<file path="config.mk">
export PLATFORM = sky130hd
export DESIGN_NAME = dithered_two_channel_pwm
export DESIGN_NICKNAME = d
export VERILOG_FILES = /design/src/hdl/dtcpwm_pkg.sv /design/src/hdl/dtcpwm_chan.sv /design/src/hdl/dithered_two_channel_pwm.sv
export SDC_FILE = /design/constraint.sdc
export NUM_CORES = 1
export LEC_CHECK = 0
export BUFFER_PORTS_ARGS = -buffer_cell sky130_fd_sc_hd__buf_2
export CAP_MARGIN = 20
export CELL_PAD_IN_SITES_DETAIL_PLACEMENT = 2
export CELL_PAD_IN_SITES_GLOBAL_PLACEMENT = 2
export CORE_MARGIN = 3
export CORE_UTILIZATION = 33
export CTS_CLUSTER_SIZE = 12
export DETAILED_ROUTE_END_ITERATION = 12
export PLACE_DENSITY = 0.86
export SETUP_SLACK_MARGIN = 0.05
export SYNTH_ARGS = -nofsm -noshare
export SYNTH_HDL_FRONTEND = slang
export SYNTH_SLANG_ARGS = --single-unit
</file>
<file path="constraint.sdc">
create_clock -name clk -period 4.26 [get_ports clk]
set_input_delay 1.278 -clock clk [delete_from_list [all_inputs] [get_ports clk]]
set_output_delay 1.278 -clock clk [all_outputs]
set_load 0.05 [all_outputs]
</file>
<file path="src/hdl/dtcpwm_pkg.sv">
`timescale 1ns / 1ps
// Shared constants, command codes and control struct for the dithered two-channel PWM.
package dtcpwm_pkg;

  localparam int PRECISION_BITS   = 4;
  localparam int COUNT_W          = 16;
  localparam int DUTY_W           = 16;
  localparam int REM_W            = (PRECISION_BITS > 0) ? PRECISION_BITS : 1;
  localparam logic [COUNT_W-1:0] PERIOD_TOP_RESET = 16'd511;
  localparam logic [DUTY_W-1:0]  KEEP_MASK =
      DUTY_W'((32'd1 << PRECISION_BITS) - 32'd1);

  typedef enum logic [1:0] {
    CMD_TICK     = 2'd0,
    CMD_SET_DUTY = 2'd1,
    CMD_DISABLE  = 2'd2
  } command_t;

  // Per-channel strobes, already qualified by the input beat.
  typedef struct packed {
    logic set_duty;
    logic disable_pin;
    logic wrap;
  } chan_ctrl_t;

endpackage

</file>
<file path="src/hdl/dtcpwm_chan.sv">
`timescale 1ns / 1ps
// One PWM channel: duty word, dither accumulator, compare value and enable.
module dtcpwm_chan
  import dtcpwm_pkg::*;
(
  input  logic               clk,
  input  logic               rst,
  input  chan_ctrl_t         ctrl,
  input  logic [DUTY_W-1:0]  duty,
  input  logic [COUNT_W-1:0] count_next,
  output logic               pin_next
);

  logic [DUTY_W-1:0]  fine_duty;
  logic [REM_W-1:0]   dither_remainder;
  logic [COUNT_W-1:0] compare_value;
  logic               output_enable;

  logic [DUTY_W-1:0]  acc;
  logic [COUNT_W-1:0] compare_value_next;
  logic [REM_W-1:0]   dither_remainder_next;
  logic               output_enable_next;

  // 16-bit accumulator wraps; high part becomes the compare, low part is carried.
  assign acc = DUTY_W'(DUTY_W'(dither_remainder) + fine_duty);

  always_comb begin
    compare_value_next    = compare_value;
    dither_remainder_next = dither_remainder;
    if (ctrl.wrap) begin
      compare_value_next    = COUNT_W'(acc >> PRECISION_BITS);
      dither_remainder_next = REM_W'(acc & KEEP_MASK);
    end
    output_enable_next = output_enable;
    if (ctrl.set_duty) begin
      output_enable_next = 1'b1;
    end else if (ctrl.disable_pin) begin
      output_enable_next = 1'b0;
    end
  end

  assign pin_next = output_enable_next && (count_next < compare_value_next);

  always_ff @(posedge clk) begin
    if (rst) begin
      fine_duty        <= '0;
      dither_remainder <= '0;
      compare_value    <= '0;
      output_enable    <= 1'b0;
    end else begin
      if (ctrl.set_duty) begin
        fine_duty <= duty;
      end
      dither_remainder <= dither_remainder_next;
      compare_value    <= compare_value_next;
      output_enable    <= output_enable_next;
    end
  end

endmodule

</file>
<file path="src/hdl/dithered_two_channel_pwm.sv">
`timescale 1ns / 1ps
// Top level of the dithered two-channel fast-PWM generator.
//
//   channel   direction  handshake            payload
//   cfg       in         cfg_valid/cfg_ready  period_top
//   in        in         in_valid/in_stall    command, channel, duty
//   out       out        out_valid/out_stall  pin_a, pin_b, count_now, period_wrapped
//
// One beat in per cycle while in_stall is low; the output register takes its result.
// Counter, dither and compare update in a single pass of logic at the input beat.
// rst (synchronous) clears counter, duties, remainders, compares, enables; top = 511.
// in_stall rises only while a result sits in the output register and out is stalled.
// cfg_ready is always high.
module dithered_two_channel_pwm
  import dtcpwm_pkg::*;
(
  input  logic               clk,
  input  logic               rst,
  input  logic               cfg_valid,
  output logic               cfg_ready,
  input  logic [COUNT_W-1:0] period_top,
  input  logic               in_valid,
  output logic               in_stall,
  input  logic [1:0]         command,
  input  logic               channel,
  input  logic [DUTY_W-1:0]  duty,
  output logic               out_valid,
  input  logic               out_stall,
  output logic               pin_a,
  output logic               pin_b,
  output logic [COUNT_W-1:0] count_now,
  output logic               period_wrapped
);

  logic [COUNT_W-1:0] top;
  logic [COUNT_W-1:0] count;
  logic [COUNT_W-1:0] count_next;
  logic               in_accept;
  logic               wrap;
  logic               set_duty;
  logic               disable_pin;
  chan_ctrl_t         ctrl_a;
  chan_ctrl_t         ctrl_b;
  logic               pin_a_next;
  logic               pin_b_next;

  assign cfg_ready = 1'b1;
  assign in_stall  = out_valid && out_stall;
  assign in_accept = in_valid && !in_stall;

  always_comb begin
    wrap        = 1'b0;
    set_duty    = 1'b0;
    disable_pin = 1'b0;
    count_next  = count;
    case (command)
      CMD_TICK: begin
        if (count >= top) begin
          wrap       = in_accept;
          count_next = '0;
        end else begin
          count_next = COUNT_W'(count + 1'b1);
        end
      end
      CMD_SET_DUTY: set_duty    = in_accept;
      CMD_DISABLE:  disable_pin = in_accept;
      default: ;
    endcase
  end

  assign ctrl_a = '{set_duty: set_duty && !channel, disable_pin: disable_pin && !channel,
                    wrap: wrap};
  assign ctrl_b = '{set_duty: set_duty && channel, disable_pin: disable_pin && channel,
                    wrap: wrap};

  dtcpwm_chan u_chan_a (
    .clk        (clk),
    .rst        (rst),
    .ctrl       (ctrl_a),
    .duty       (duty),
    .count_next (count_next),
    .pin_next   (pin_a_next)
  );

  dtcpwm_chan u_chan_b (
    .clk        (clk),
    .rst        (rst),
    .ctrl       (ctrl_b),
    .duty       (duty),
    .count_next (count_next),
    .pin_next   (pin_b_next)
  );

  always_ff @(posedge clk) begin
    if (rst) begin
      top       <= PERIOD_TOP_RESET;
      count     <= '0;
      out_valid <= 1'b0;
    end else begin
      if (cfg_valid && cfg_ready) begin
        top <= period_top;
      end
      if (in_accept) begin
        count <= count_next;
      end
      // Hold the result while stalled; drop valid once taken with nothing new.
      if (in_accept) begin
        out_valid <= 1'b1;
      end else if (!out_stall) begin
        out_valid <= 1'b0;
      end
    end
  end

  always_ff @(posedge clk) begin
    if (in_accept) begin
      pin_a          <= pin_a_next;
      pin_b          <= pin_b_next;
      count_now      <= count_next;
      period_wrapped <= wrap;
    end
  end

`ifndef SYNTH
  a_wrap_zero: assert property (@(posedge clk) disable iff (rst)
    out_valid && period_wrapped |-> count_now == '0)
    else $error("wrapped beat with nonzero count");

  a_accept_fills: assert property (@(posedge clk) disable iff (rst)
    in_accept |=> out_valid)
    else $error("accepted beat produced no result");

  a_non_tick_holds: assert property (@(posedge clk) disable iff (rst)
    in_accept && command != CMD_TICK |=> count == $past(count))
    else $error("counter moved on a non-tick beat");

  a_tick_advances: assert property (@(posedge clk) disable iff (rst)
    in_accept && command == CMD_TICK && count < top |=>
      count == COUNT_W'($past(count) + 1'b1))
    else $error("tick below top did not advance counter");

  a_result_matches: assert property (@(posedge clk) disable iff (rst)
    in_accept |=> count_now == count)
    else $error("reported count differs from counter");
`endif

endmodule

</file>
After elaboration in Yosys (flattened, before gate mapping)
Index checks and enable logic that the tools add are counted.

word-level totals
  register bits after elaboration = 126
  input bits = 40
  output and inout port bits = 22
  logic and storage cells = 49

cells by class
  add/sub/neg operators = 3
  $lt $le $gt $ge = 3
  equal/unequal tests = 3
  mux-type cells = 14
  reduce and logical (&&, ||, !) cells = 11

operators by type and width
  operator                 number
  $mux W16                 4
  $add A4 B16 Y16          2
  $lt A16 B16 Y1           2
  $add A16 B1 Y16 const B  1
  $ge A16 B16 Y1           1
  $mux W1                  10
  $logic_and A1 B1 Y1      8
  $eq A2 B1 Y1 const B     1
  $eq A2 B2 Y1 const B     1
  $logic_not A1 Y1         2
  $logic_not A2 Y1         1
  $ne A2 B1 Y1 const B     1

Depth between registers and ports, before layout
  word-level depth = 8
  depth in mapped cells = 17
  gate-level depth less buffers = 15

By module
A second synthesis with hierarchy kept.

unflattened totals
  cells, all modules = 753
  area total of the unflattened synthesis = 6816.5 um^2

by module, submodules not included
  module                    instances  cells an instance  area each (um^2)
  dtcpwm_chan               2          224                2052.0
  dithered_two_channel_pwm  1          305                2712.6

Worst setup path after synthesis
No wires, ideal clock.

  path type = input-to-reg
  from = input port out_stall
  to = register pin_b (data pin)
  library setup time = 0.169 ns
  arrival time = 3.977 ns
  setup slack = 0.114 ns
  cell stages on the path = 16
  cells stage by stage = nand2_1 > nand2_1 > inv_1 > nand2_1 > a31o_2 > buf_2 > inv_2 > buf_2 > mux2i_1 > ha_1 > and3_1 > a21oi_1 > a21oi_1 > a2111oi_0 > nand2_1 > o31ai_1

on the way
  longest elaborated chain between the ends = 8
  elaborated cells on any way between the ends = 14
  classes of those cells = order compare: 1; mux: 7; reduce/logical: 6

ends and longest elaborated chain
  what                                                   RTL line                                                        source
  from (decl)                                            dithered_two_channel_pwm.sv:28                                  input logic out_stall,
  $logic_and A1 B1 Y1 *                                  dithered_two_channel_pwm.sv:48                                  assign in_stall = out_valid && out_stall;
  $logic_not A1 Y1 *                                     dithered_two_channel_pwm.sv:49                                  assign in_accept = in_valid && !in_stall;
  $logic_and A1 B1 Y1 *                                  dithered_two_channel_pwm.sv:49
  $mux W1, on equally long branches                      dithered_two_channel_pwm.sv:58, dithered_two_channel_pwm.sv:56
  $mux W1 / $logic_and A1 B1 Y1 (equally long branches)  dithered_two_channel_pwm.sv:56, dithered_two_channel_pwm.sv:73
  $mux W16 / $mux W1 (equally long branches)             dtcpwm_chan.sv:30, dtcpwm_chan.sv:37
  $lt A16 B16 Y1 / $mux W1 (equally long branches)       dtcpwm_chan.sv:42, dtcpwm_chan.sv:35
  $logic_and A1 B1 Y1 *                                  dtcpwm_chan.sv:42                                               assign pin_next = output_enable_next && (count_next < compare_value_next);
  via pin_b_next                                         dithered_two_channel_pwm.sv:45                                  logic pin_b_next;
  to (signal assigned)                                   dithered_two_channel_pwm.sv:118                                 pin_b <= pin_b_next;
  to (decl)                                              dithered_two_channel_pwm.sv:30                                  output logic pin_b,

The timed path passes the listed nets; every way through them passes the cells marked *.
A chain may end at the register's enable or synchronous reset.

Final worst setup path
  from = input port command[0]
  to = register pin_a (data pin)

on the way
  elaborated cells on any way between the ends = 14
  classes of those cells = order compare: 1; eq/ne: 2; mux: 7; reduce/logical: 4

RTL lines
  what                  RTL line                         source
  from (decl)           dithered_two_channel_pwm.sv:24   input logic [1:0] command,
  $logic_not A2 Y1      dithered_two_channel_pwm.sv:56   case (command)
  $mux W16              dithered_two_channel_pwm.sv:56
  via count_next[11]    dithered_two_channel_pwm.sv:37   logic [COUNT_W-1:0] count_next;
  $lt A16 B16 Y1        dtcpwm_chan.sv:42
  $logic_and A1 B1 Y1   dtcpwm_chan.sv:42
  via pin_a_next        dithered_two_channel_pwm.sv:44   logic pin_a_next;
  to (signal assigned)  dithered_two_channel_pwm.sv:117  pin_a <= pin_a_next;
  to (decl)             dithered_two_channel_pwm.sv:29   output logic pin_a,

The timed path passes the listed nets, and every way through them passes these cells.

==> results list <==
- The worst setup path is captured at a flip-flop.
* Data arrival time at the worst-slack endpoint: 4710 ps
- After detailed routing, the average wire length per cell comes to 27.2 um.
- CTS saw 126 sinks.
* Total Nets Final: 944
- STA classifies the critical path startpoint as a primary input.
* Setup Skew: 14.8 ps
* Global placement routability congestion: 0.820
- CP bufs+invs: 2
- After synthesis, the cell types taking the most area are dfxtp_1 32%, ha_1 10%, edfxtp_1 8.6%.
- Boundary pin count: 62
* Starting DRC count in detailed routing: 524
- Global-route wire length before repair: 41.5 mm
* Most area-hungry cell type in the Yosys netlist: dfxtp_1
* Avg Cell Area, Syn: 8.85 um^2
- During synthesis, Yosys emitted a total of 0 warnings.
- The final max-slew violation count came to 0.
- After filler insertion, the fill cell instance count of the layout stands at 2142.
* Cell type of the slowest stage on the worst timing path: or3b_4
* IR drop worst, VDD: 0.313 mV
- The worst pin sits at a relative slew slack of 43.6%.
- Once routing completed, OpenROAD measured the worst setup slack at -171 ps.
- Total routing usage reported by global routing: 24.7%
- Clock-pin slew was measured on the worst setup and hold paths at 70 ps.
- Post-route fraction of the period consumed by the critical path: 104%
* Antenna violations before repair: 0
- PortBufs: 60
- Via count of the first global-routing pass: 7042
* Max-capacitance violation count: 0
* Area overhead of the layout relative to synthesis: 26.0%
- At the worst endpoint, the required time is 4530 ps.
- The number of endpoints with negative hold slack in the final report was 0.
- Cell type group with the largest total delay on the critical path: simple AND/OR/NAND/NOR gates
- Vias after detailed routing: 6465
- Length of the first detailed-routing pass in iterations: 5
* Maximum operating frequency: 226 MHz
- For this configuration, the core starts out at a cell density of 33.9%.
- Synthesis produced 750 cells.
- Summing every instance area after synthesis gives 6630 um^2.
- OpenSTA, run right after detailed placement, puts the worst setup slack at -401 ps.
- The min-delay analysis places its worst path in the category flip-flop to flip-flop.
- In the routed design, unresolved DRC markers number 0.
* Die area: 21800 um^2
- Post-Route Hold Slack: 463 ps
* Cell area after layout: 8360 um^2
* Count of flip-flops with a built-in enable after synthesis: 19
* Crit-path cells: buf_2, or3b_4, nor4_4, nand3_1, xor2_1, nor2_1, ha_1, and3_1, a21oi_2, a21oi_1, a2111oi_2, buf_4, nand2_1, o31ai_2
- The wire-length estimate of the detail-placed layout is 16.4 mm.
- Summed over all cells, the static leakage comes to 0.00353 uW.
- Sequential share of the synthesized area: 40.9%
- After synthesis the netlist holds a flip-flop and latch count of 126.
- TritonCTS built the clock tree.
- Antenna fix cells: 0
- Primary flip-flop cell chosen by synthesis mapping: dfxtp_1
* Worst Path Class, Setup: primary input to flip-flop
- Core area: 19600 um^2
- Transition at the pin with the smallest max-transition slack: 836 ps
- Number of distinct library cells after synthesis: 54
- Setup-violating endpoint count in the final report: 2
* Maximum fanout encountered on the critical timing path: 5
- Status: finished with violations
- For this block, the routed nets add up to 30.6 mm of wire.
* Total overflow reported by the global router: 0
* Remaining antenna violation count after routing: 0
- Clock period minus final worst setup slack: 4430 ps
- Pwr dens: 360 nW/um^2
- In the routed layout, each cell is associated on average with a via count of 5.75.
* Largest net degree at the start of global routing: 65
- Share of layout cells above drive strength 1: 20.8%
- Slowest cell delay on critical path: 450 ps
- The root buffer cell chosen for the clock tree is clkbuf_16.
- Fraction of post-synthesis cell area in the top cell type by area: 32.3%
- Instance area at placement: 7520 um^2
* Inserted Clock Buffers: 17
* Share of synthesized registers carrying an async set or reset: 0%
- The floorplan step set the die width to 148 um.
- Die Ht: 148 um
- The later pin in the worst-skew pair is clocked with a latency of 450 ps.
- Synth Net Count: 847
* Number of rows created at floorplan: 51
- The clock tree synthesis step divided the H-tree into 4 levels.
* Failing checks: setup timing
- The clock passes through at most 2 buffers.
[kinds of logic after synthesis]
logic type | synth area share [%]
buffers and inverters | 3.92
xor gates and xnor gates | 6.21
AOI/OAI and AO/OA | 12.9
other | 0.0565
and+or+nand+nor | 19.9
adders and majority gates | 11.0
muxes | 5.13
DFF | 40.9
[layout make-up]
cell class	count	area, um^2	area share [%]
Clock buffer	27	523	6.26
Timing Repair Buffer	112	741	8.86
Clock inverter	5	76.3	0.913
Inverter	33	126	1.51
Tap cell	265	332	3.97
Multi-Input combinational cell	557	3840	46.0
Sequential cell	126	2720	32.5
[registers in the layout, summed over array words and instances (netlist names)]
name	flops
u_chan_a.compare_value	16
u_chan_b.output_enable	1
count	16
u_chan_a.fine_duty	16
u_chan_b.compare_value	16
u_chan_a.dither_remainder	4
out_valid	1
u_chan_b.dither_remainder	4
pin_b	1
u_chan_b.fine_duty	16
count_now	16
top	16
period_wrapped	1
pin_a	1
u_chan_a.output_enable	1
[Yosys cell counts (all sizes together) (3+ instances only)]
cell type  count
o31ai          5
a211oi        10
nand4         11
and3          16
a2111oi        4
nand3         15
or4            3
nor3          10
inv           33
nor2          64
clkbuf        25
buf            9
xnor2         14
nor2b          4
nor3b          5
or2            3
and4           3
edfxtp        19
o21a           6
a21o           8
a21oi         64
mux2i         34
nor4b          3
nand2        126
dfxtp        107
or3            6
o21ai         14
ha            55
xor2          33
o211ai        14
nand2b         3
[where the power goes]
group	internal (uW)	switching, uW	total (uW)
registers	1230	19.0	1250
clock network	954	589	1540
logic	62.2	154	216
[worst paths after layout]
path	from	cells past startpoint	slack (ps)	endpoint
setup reg to reg	top[14]$_SDFFE_PP0P_	19	-20	pin_a$_DFFE_PP_
hold / removal	u_chan_b.dither_remainder[2]$_SDFFE_PP0N_	2	460	u_chan_b.dither_remainder[2]$_SDFFE_PP0N_
hold reg to reg	u_chan_b.dither_remainder[2]$_SDFFE_PP0N_	2	460	u_chan_b.dither_remainder[2]$_SDFFE_PP0N_
setup / recovery	command[0]	14	-170	pin_a$_DFFE_PP_
[metrics by stage]
step           setup TNS [ps]  util (%)  power, uW  instances
2_1_floorplan               0         -       1390        750
3_3_place_gp             -222      38.4       1460       1088
3_5_place_dp             -768      38.4       1470       1088
4_1_cts                     0      41.6       2990       1120
5_1_grt                  -476      42.7       3090       1125
6_report                 -287      42.7       3010       1125
[per-layer routing]
metal | GRT usage (%) | wire, um | part of all wire (%)
met1 | 29.4 | 12500 | 41
met2 | 42.7 | 15000 | 49
met3 | 6.53 | 1570 | 5.1
met4 | 9.65 | 1490 | 4.9
met5 | 0 | 0 | 0
[what timing repair did]
item,4_1_cts,5_1_grt
cloned,0,1
setup endpoints to repair,2,2
buffers inserted,0,4
hold buffers,0,0
hold endpoints to repair,0,0
resized for setup,10,31
pin swaps,2,4
[layout by cell type (no fill, tap or decap), types with 4 or more instances in the layout]
master	netlist	layout
nand3_1	14	14
o21a_1	6	6
and3_1	15	15
o211ai_1	14	14
buf_2	4	60
a211oi_1	10	9
inv_1	32	32
clkbuf_1	25	4
nor2b_1	4	4
nand2_1	126	126
mux2i_4	0	5
o21ai_0	14	12
buf_4	1	48
nor3b_1	5	4
a21o_1	8	8
nor3_1	10	7
xor2_1	33	33
edfxtp_1	19	19
mux2i_1	34	26
nor2_1	64	61
dfxtp_1	107	105
a21oi_1	64	63
clkbuf_8	0	6
ha_1	55	53
clkbuf_16	0	18
xnor2_1	14	14
or3_1	6	6
nand4_1	11	11
[worst min-delay path, cell delays in order (launching register included)]
cell and delay [ps]:
dfxtp_1 310, nand2_1 50, a21oi_1 50
Power figures use the tool's default switching activity.
